File: src/hdl/sccc_pkg.sv
package sccc_pkg;

    localparam int NUM_PROCS  = 4;
    localparam int SETS       = 256;
    localparam int WAYS       = 8;
    localparam int LINE_BYTES = 64;
    localparam int ADDR_BITS  = 32;

    localparam int PROC_W   = $clog2(NUM_PROCS);
    localparam int SET_W    = $clog2(SETS);
    localparam int WAY_W    = $clog2(WAYS);
    localparam int OFS_W    = $clog2(LINE_BYTES);
    localparam int TAG_W    = ADDR_BITS - OFS_W - SET_W;
    localparam int ROW_W    = PROC_W + SET_W;
    localparam int ROWS     = NUM_PROCS * SETS;
    localparam int STAMP_W  = 32;

    typedef logic [2:0] lstate_t;
    localparam lstate_t ST_I  = 3'd0;
    localparam lstate_t ST_S  = 3'd1;
    localparam lstate_t ST_M  = 3'd2;
    localparam lstate_t ST_E  = 3'd3;
    localparam lstate_t ST_SC = 3'd4;
    localparam lstate_t ST_SM = 3'd5;

    typedef logic [1:0] proto_t;
    localparam proto_t PROTO_MSI    = 2'd0;
    localparam proto_t PROTO_MESI   = 2'd1;
    localparam proto_t PROTO_DRAGON = 2'd2;

    localparam logic CFG_PROTOCOL = 1'b0;
    localparam logic CFG_ACTIVE   = 1'b1;

    // Controller to datapath commands.
    typedef struct packed {
        logic capture;   // latch the request and start the row reads
        logic update;    // compute and write back the rows
        logic clear;     // clearing pass write of row clr_row
        logic [ROW_W-1:0] clr_row;
    } dp_cmd_t;

    typedef struct packed {
        logic hit;
        lstate_t final_state;
        logic bus_read;
        logic bus_read_exclusive;
        logic bus_upgrade;
        logic bus_update;
        logic victim_writeback;
        logic cache_to_cache;
        logic [1:0] interventions;
        logic [1:0] invalidations;
        logic [1:0] flushes;
        logic [1:0] clean_supplies;
    } result_t;

    function automatic logic [1:0] sat3(input logic [PROC_W:0] v);
        return (v > 3) ? 2'd3 : v[1:0];
    endfunction

endpackage

File: src/hdl/sccc_ctrl.sv
module sccc_ctrl
    import sccc_pkg::*;
(
    input  logic    aclk,
    input  logic    aresetn,
    input  logic    s_valid,
    output logic    s_ready,
    output logic    m_valid,
    input  logic    m_ready,
    output dp_cmd_t cmd
);

    typedef enum logic [1:0] {S_CLEAR, S_IDLE, S_LOOK, S_OUT} st_t;

    st_t             state_reg;
    logic [ROW_W:0]  clr_reg;

    assign s_ready       = (state_reg == S_IDLE) || (state_reg == S_OUT && m_ready);
    assign m_valid       = (state_reg == S_OUT);
    assign cmd.capture   = s_valid && s_ready;
    assign cmd.update    = (state_reg == S_LOOK);
    assign cmd.clear     = (state_reg == S_CLEAR);
    assign cmd.clr_row   = clr_reg[ROW_W-1:0];

    // Sequencer: clearing pass, then lookup and update per transfer.
    always_ff @(posedge aclk) begin
        if (!aresetn) begin
            state_reg <= S_CLEAR;
            clr_reg   <= '0;
        end else begin
            case (state_reg)
                S_CLEAR: begin
                    clr_reg <= clr_reg + 1'b1;
                    if (clr_reg == (ROWS - 1)) state_reg <= S_IDLE;
                end
                S_IDLE: if (s_valid) state_reg <= S_LOOK;
                S_LOOK: state_reg <= S_OUT;
                S_OUT: begin
                    if (m_ready) state_reg <= s_valid ? S_LOOK : S_IDLE;
                end
                default: state_reg <= S_IDLE;
            endcase
        end
    end

    a_out_after_look: assert property (@(posedge aclk) disable iff (!aresetn)
        state_reg == S_LOOK |=> m_valid) else $error("result not presented");
    a_no_accept_clear: assert property (@(posedge aclk) disable iff (!aresetn)
        cmd.clear |-> !s_ready) else $error("accept during clear");
    a_hold_out: assert property (@(posedge aclk) disable iff (!aresetn)
        m_valid && !m_ready |=> m_valid) else $error("result dropped");

endmodule

File: config.mk
export PLATFORM = sky130hd
export DESIGN_NAME = sccc_ctrl
export DESIGN_NICKNAME = d
export VERILOG_FILES = /design/src/hdl/sccc_pkg.sv /design/src/hdl/sccc_ctrl.sv
export SDC_FILE = /design/constraint.sdc
export NUM_CORES = 1
export LEC_CHECK = 0
export ABC_AREA = 1
export BUFFER_PORTS_ARGS = -buffer_cell sky130_fd_sc_hd__buf_4
export CAP_MARGIN = 10
export CORE_AREA = 2 2 41 43
export DETAILED_ROUTE_END_ITERATION = 10
export DIE_AREA = 0 0 43 45
export PLACE_DENSITY = 0.85
export SYNTH_ARGS = -nofsm -noshare
export SYNTH_HDL_FRONTEND = slang
export SYNTH_SLANG_ARGS = --single-unit
File: constraint.sdc
create_clock -name aclk -period 2.54 [get_ports aclk]
set_input_delay 0.254 -clock aclk [delete_from_list [all_inputs] [get_ports aclk]]
set_output_delay 0.254 -clock aclk [all_outputs]
set_load 0.02 [all_outputs]
# --- Word level (Yosys, flattened, before mapping) ---
# Cells that the tools add are included.
totals:
  reg_bits: 13
  elab_cells: 20
op_classes:
  add_sub_neg: 1
  n_eq_ne: 7
  n_mux: 5
  reduce_logical: 5
op_table:
  columns: ["operator", "n"]
  rows:
  - ["$add A11 B1 Y11 const B", 1]
  - ["$eq A11 B10 Y1 const B", 1]
  - ["$mux W2", 4]
  - ["$pmux W2 S4", 1]
  - ["$eq A2 B2 Y1 const B", 2]
  - ["$ne A2 B1 Y1 const B", 2]
  - ["$reduce_and A3 Y1", 1]
  - ["$eq A2 B1 Y1 const B", 1]
  - ["$logic_and A1 B1 Y1", 2]
  - ["$logic_not A2 Y1", 1]
  - ["$ne A2 B2 Y1 const B", 1]
  - ["$logic_or A1 B1 Y1", 1]

# --- Longest topological paths before layout ---
# Gate-level depths: netlist (run 1).
logic_depth:
  depth_word: 4
  depth_mapped: 7
  ltp_nobuf: 7

# --- Worst setup path after synthesis (run 1) ---
# OpenSTA, ideal clock, no wires.
synth_timing:
  path_type: "register -> register"
  startpoint: "reg clr_reg[0]"
  endpoint: "reg clr_reg[8]"
  setup_time_ps: 115
  t_arrival_ps: 1195
  required_ps: 2425
  path_slack_ps: 1230
  stages_incl_launch_ff: 7
  n_path_buf: 0
  cell_sequence: "dfxtp_1 > ha_1 > nand3_1 > nor2_8 > nand2_1 > o21ai_1 > nor2_1"
synth_via:
  elab_chain_cells: 1
synth_lines:
  columns: ["item", "line_no", "text"]
  rows:
  - ["start, declared", "sccc_ctrl.sv:16", "logic [ROW_W:0] clr_reg;"]
  - ["start signal, assigned", "sccc_ctrl.sv:33", "clr_reg <= clr_reg + 1'b1;"]
  - ["$add A11 B1 Y11", "sccc_ctrl.sv:33", null]
# No other way between the ends.
# A chain may end at the register's enable or synchronous reset.

==> results of run 1 <==
cell families after synthesis:
logic type               count (synthesis)  share of synthesized area, %
AO/OA/AOI/OAI                           16                          10.4
adder cells (fa/ha/maj)                  1                          1.63
buffers and inverters                   29                          19.3
flip-flops                              13                          33.8
AND/OR/NAND/NOR                         51                          34.8
worst reg2reg max path: stages (launching register included):
cell and delay [ns]:
dfxtp_1 0.46, ha_1 0.23, nand3_1 0.20, nor2_8 0.20, inv_2 0.05, o21ai_1 0.11
a21oi_1 0.06
layer usage:
layer | global-route usage (%) | share of wire (%)
met2 | 28.8 | 49
met4 | 12.1 | 2.2
met3 | 6.40 | 6.0
met1 | 19.4 | 43
met5 | 0 | 0
worst max path at each step:
stage	startpoint	end	slack (ns)	cells after the start
2_1_floorplan	clr_reg[0]$_SDFFE_PN0N_	clr_reg[8]$_SDFFE_PN0N_	1.23	6
3_3_place_gp	clr_reg[0]$_SDFFE_PN0N_	clr_reg[8]$_SDFFE_PN0N_	1.19	6
3_5_place_dp	clr_reg[0]$_SDFFE_PN0N_	clr_reg[6]$_SDFFE_PN0N_	1.12	6
4_1_cts	state_reg[0]$_SDFFE_PN0P_	cmd[12]	1.06	3
5_1_grt	state_reg[0]$_SDFFE_PN0P_	cmd[12]	0.96	3
6_report	state_reg[0]$_SDFFE_PN0P_	cmd[12]	1.07	3
area by class of cell:
| cell class | instances | area (um^2) |
|---|---|---|
| fill | 143 | 599 |
| sequential | 13 | 260 |
| inverter | 18 | 70.1 |
| tap | 16 | 20.0 |
| timing repair buffer | 18 | 135 |
| multi-input combinational | 68 | 360 |
| clock buffer | 4 | 26.3 |
Yosys cell counts:
cell type	count
inv_2	1
nor2_4	1
nor2_1	14
nor2_2	1
nand2_1	20
buf_4	10
clkbuf_1	1
o21ai_1	7
inv_4	1
nand4_1	1
nor2_8	2
ha_1	1
nand3_1	9
inv_1	16
dfxtp_1	13
a21oi_1	9
nand3_2	2
nand2_4	1
per-stage QoR:
step           std cells  total power, mW  area [um^2]  utilization, %  worst slack (ns)
5_1_grt              137            0.393          872            59.3             0.964
4_1_cts              137            0.380          872            59.3              1.06
2_1_floorplan        110            0.242          769               -              1.23
3_3_place_gp         133            0.249          846            57.5              1.19
3_5_place_dp         133            0.250          846            57.5              1.12
6_report             137            0.373          872            59.3              1.07
power by group through the flow:
stage               combinational (mW)  clock [mW]  sequential (mW)
finish                          0.0318       0.129            0.213
global route                    0.0360       0.143            0.214
CTS                             0.0320       0.135            0.213
detailed placement              0.0318           0            0.218
global placement                0.0316           0            0.218
floorplan                       0.0253           0            0.217
==> impl_metrics.ini, run 1 <==
[timing]
final.setup.tns_ns = 0
rsz0062_at_grt = false
slew_viol_final = 0
hold_violations = 0
skew_ns = 0.00285
whs_ns = 0.277
fmax_ghz = 0.682
finalSetupViolCount = 0
fin_crit_ns = 1.47
period_share_pct = 57.7
worst_pin_slew_ns = 0.317
relSlewSlack_pct = 78.8

[setup_path]
ff2ff_path_depth = 6
cp_max_fo = 5
ff2ff_setup_slack_ns = 1.12
critPathRequiredTime_ns = 2.29
r2r-start = clr_reg[0]$_SDFFE_PN0N_
r2r_end = clr_reg[6]$_SDFFE_PN0N_
end_kind = output pin
worst-path-buf-inv = 1
worst-endpoint-arrival_ns = 1.21
crit_chain = nand2_1 -> a21oi_1 -> buf_4
cpLargestDelayFamily = flip-flops
critPathKind = reg2out
cp_slowest_stage_delay_ns = 0.50
crit_slowest_cell = dfxtp_1
critPathLaunchType = flop

[route]
drc = 0
routed_wirelength_um = 1420
drtIter0Drc = 13
post_drt_via_cell_ratio = 4.82
vias = 661
post_drt_wl_per_cell_um = 10.4
ant_nets = 0
drtPass1Iterations = 6

[logic_synthesis]
syn_area_per_cell_um2 = 7.00
yosys_warnings = 0
seq_area_frac_synth_pct = 33.8
synthTopCellsByArea = dfxtp_1 34%, buf_4 9.8%, nand2_1 9.8%
yosysTopAreaCell = dfxtp_1
synth-seq-cells = 13
yosys.cell_types.count = 18
synth.top_cell.area_share_pct = 33.8
syn_nets = 115
syn_area_um2 = 769
synthCells = 110

[worst_hold_path]
hold_path.class = in2reg
min_path_cells = 4
worstHoldStart = m_ready
min_to = state_reg[0]$_SDFFE_PN0P_

[clock_tree]
hold_buffers = 0
insertion_delay_ns = 0.28
clk_pin_slew_ns = 0.07
cts_buffers = 3
htree_levels = 1
tritoncts = done
cts-root-buf = clkbuf_4
cts_buffer_depth = 2
cts_sinks = 13
post_cts_resize_count = 0
cts_setup_buffers = 0

[pwr]
p_int_mw = 0.283
switching_share_pct = 24.2
power.density_nw_per_um2 = 428
pwr-share-clk_pct = 34.5
p_sw_mw = 0.0903
power_frac_seq_pct = 57.0
vdd_drop_max_uv = 268
p_leak_nw = 0.417
power_frac_comb_pct = 8.5

[global_route]
grt_start_max_net_pins = 15
grt_use_total_pct = 17.7
antenna_found_initial = 0
grt_pass1_vias = 576
overflow = 0
grt_first_pass_wirelength_um = 2440

[floorplanning]
io_pins = 19
die_h_um = 45
core_area_um2 = 1470
rows = 14
die_x_um = 43
dieArea_um2 = 1940
initial_utilization_pct = 52.3

[layout]
area_growth_pct = 13.3
antenna_cells = 0
nNetsFinal = 127
largest_reg_flops = 11
layout_common_cells = 20 x nand2_1, 18 x buf_4, 16 x inv_1
layout_commonest_cell = nand2_1
drive_above_1_share_pct = 24.8

[outcome]
outcome = complete, no violations

[placed_design]
routabilityCongestion = 0.742
port_buffers = 18
hpwl_um = 1080

[run]
cap_viol_max_count = 0
No activity file was read; power rests on OpenSTA's default activity.
==> run 2: changes to the inputs <==
--- a/config.mk
+++ b/config.mk
@@ -8,10 +8,10 @@
 export ABC_AREA = 1
 export BUFFER_PORTS_ARGS = -buffer_cell sky130_fd_sc_hd__buf_4
 export CAP_MARGIN = 10
-export CORE_AREA = 2 2 41 43
+export CORE_AREA = 2 2 43 45
 export DETAILED_ROUTE_END_ITERATION = 10
-export DIE_AREA = 0 0 43 45
-export PLACE_DENSITY = 0.85
+export DIE_AREA = 0 0 45 47
+export PLACE_DENSITY = 0.79
 export SYNTH_ARGS = -nofsm -noshare
 export SYNTH_HDL_FRONTEND = slang
 export SYNTH_SLANG_ARGS = --single-unit
==> constraint.sdc (replaced) <==
create_clock -name aclk -period 1.4 [get_ports aclk]
set_input_delay 0.14 -clock aclk [delete_from_list [all_inputs] [get_ports aclk]]
set_output_delay 0.14 -clock aclk [all_outputs]
set_load 0.02 [all_outputs]
==> run 2 against run 1 <==
Compared with the run above: clock skew is 0.0015 ns lower; setup slack worse by 0.93 ns; non-clock buffer count grew 3; flip-flop and latch count unchanged; critical path type is now reg2reg; via count increased by 3.3%; worst hold slack worse by 0.12 ns.
==> impl_metrics.ini, run 2 (synthesis results as in run 1) <==
[clock_tree]
htree_levels = 1
cts_setup_buffers = 0
cts-root-buf = clkbuf_4
hold_buffers = 0
cts_buffers = 3
post_cts_resize_count = 0
cts_buffer_depth = 2
tritoncts = done
clk_pin_slew_ns = 0.08
cts_sinks = 13
insertion_delay_ns = 0.28

[setup_path]
end_kind = flop
cp_max_fo = 6
r2r_end = clr_reg[8]$_SDFFE_PN0N_
ff2ff_setup_slack_ns = 0.15
ff2ff_path_depth = 6
worst-path-buf-inv = 0
cpLargestDelayFamily = simple AND/OR/NAND/NOR gates
cp_slowest_stage_delay_ns = 0.40
r2r-start = clr_reg[1]$_SDFFE_PN0N_
crit_slowest_cell = dfxtp_1
crit_chain = ha_2 -> nand3_2 -> nor2_8 -> nand2_1 -> o21ai_1 -> nor2_1
worst-endpoint-arrival_ns = 1.43
critPathRequiredTime_ns = 1.58
critPathKind = reg2reg
critPathLaunchType = flop

[timing]
skew_ns = 0.00132
rsz0062_at_grt = false
fmax_ghz = 0.798
finalSetupViolCount = 0
fin_crit_ns = 1.25
period_share_pct = 89.5
worst_pin_slew_ns = 0.308
hold_violations = 0
final.setup.tns_ns = 0
relSlewSlack_pct = 79.5
slew_viol_final = 0

[worst_hold_path]
hold_path.class = in2reg
min_path_cells = 4
min_to = state_reg[0]$_SDFFE_PN0P_
worstHoldStart = m_ready

[pwr]
vdd_drop_max_uv = 626
power.total_mw = 0.686
p_leak_nw = 0.432
power.density_nw_per_um2 = 758

[layout]
layout_commonest_cell = buf_4
nNetsFinal = 130
drive_above_1_share_pct = 29.0
layout_common_cells = 21 x buf_4, 20 x nand2_1, 16 x inv_1
largest_reg_flops = 11
antenna_cells = 0
area_growth_pct = 17.6

[global_route]
overflow = 0
antenna_found_initial = 0
grt_use_total_pct = 15.9
grt_start_max_net_pins = 15
grt_pass1_vias = 594
grt_first_pass_wirelength_um = 2380

[placed_design]
routabilityCongestion = 0.772
hpwl_um = 1100
port_buffers = 18

[floorplanning]
die_h_um = 47
rows = 15
dieArea_um2 = 2120
die_x_um = 45
core_area_um2 = 1650
io_pins = 19
initial_utilization_pct = 46.6

[route]
drc = 0
vias = 683
post_drt_via_cell_ratio = 4.84
drtPass1Iterations = 4
drtIter0Drc = 10
post_drt_wl_per_cell_um = 9.96
ant_nets = 0
routed_wirelength_um = 1410

[run]
cap_viol_max_count = 0

[outcome]
outcome = complete, no violations
-- run 2: cell types whose count changed in the layout (fill, tap and decap cells not counted) --
cell / delta
ha_1: -1
nand3_1: -1
ha_2: +1
dfxtp_2: +1
nand3_2: +1
buf_4: +3
dfxtp_1: -1
-- run 2: routing by layer --
layer  track usage [%]  up-vias  share of wire [%]
met5                 0        -                  0
met4              5.29        0               0.93
met3              5.77        2                5.5
met2              27.1       14                 49
met1              18.5      306                 44
li1                  -      361                  -
-- run 2: worst max-delay path by stage --
stage,startpoint,end,depth (start not counted)
final,clr_reg[1]$_SDFFE_PN0N_,clr_reg[8]$_SDFFE_PN0N_,6
after global placement,clr_reg[1]$_SDFFE_PN0N_,clr_reg[8]$_SDFFE_PN0N_,6
after global routing,clr_reg[1]$_SDFFE_PN0N_,clr_reg[4]$_SDFFE_PN0N_,6
after detailed placement,clr_reg[1]$_SDFFE_PN0N_,clr_reg[6]$_SDFFE_PN0N_,6
after CTS,state_reg[0]$_SDFFE_PN0P_,cmd[12],3
after floorplan,clr_reg[0]$_SDFFE_PN0N_,clr_reg[8]$_SDFFE_PN0N_,6
-- run 2: cell type report --
| class | instances | area, um^2 |
|---|---|---|
| fill | 165 | 747 |
| multi-input combinational | 68 | 368 |
| sequential | 13 | 262 |
| timing repair buffer | 21 | 158 |
| inverter | 18 | 70.1 |
| clock buffer | 4 | 26.3 |
| tap | 17 | 21.3 |
-- run 2: tightest hold or removal path, delay by kind of cell --
kind,cells,cell delay (ns)
buf+inv,2,0.13
simple gates,2,0.13
-- run 2: where the power goes --
group | switching (mW) | total (mW) | internal (mW)
combinational | 0.0355 | 0.0652 | 0.0296
sequential | 0.00798 | 0.385 | 0.377
clock | 0.126 | 0.236 | 0.111
total | 0.169 | 0.686 | 0.517
-- run 2: metrics by stage --
step           setup WS (ns)  std cells  instance area (um^2)  hold WS [ns]  utilization [%]
2_1_floorplan         0.0901        110                   769         0.263                -
5_1_grt               0.0152        141                   905         0.169             54.8
3_5_place_dp          0.0780        137                   870         0.446             52.7
4_1_cts               0.0267        141                   896         0.155             54.2
6_report               0.146        141                   905         0.156             54.8
3_3_place_gp           0.164        137                   870         0.447             52.7
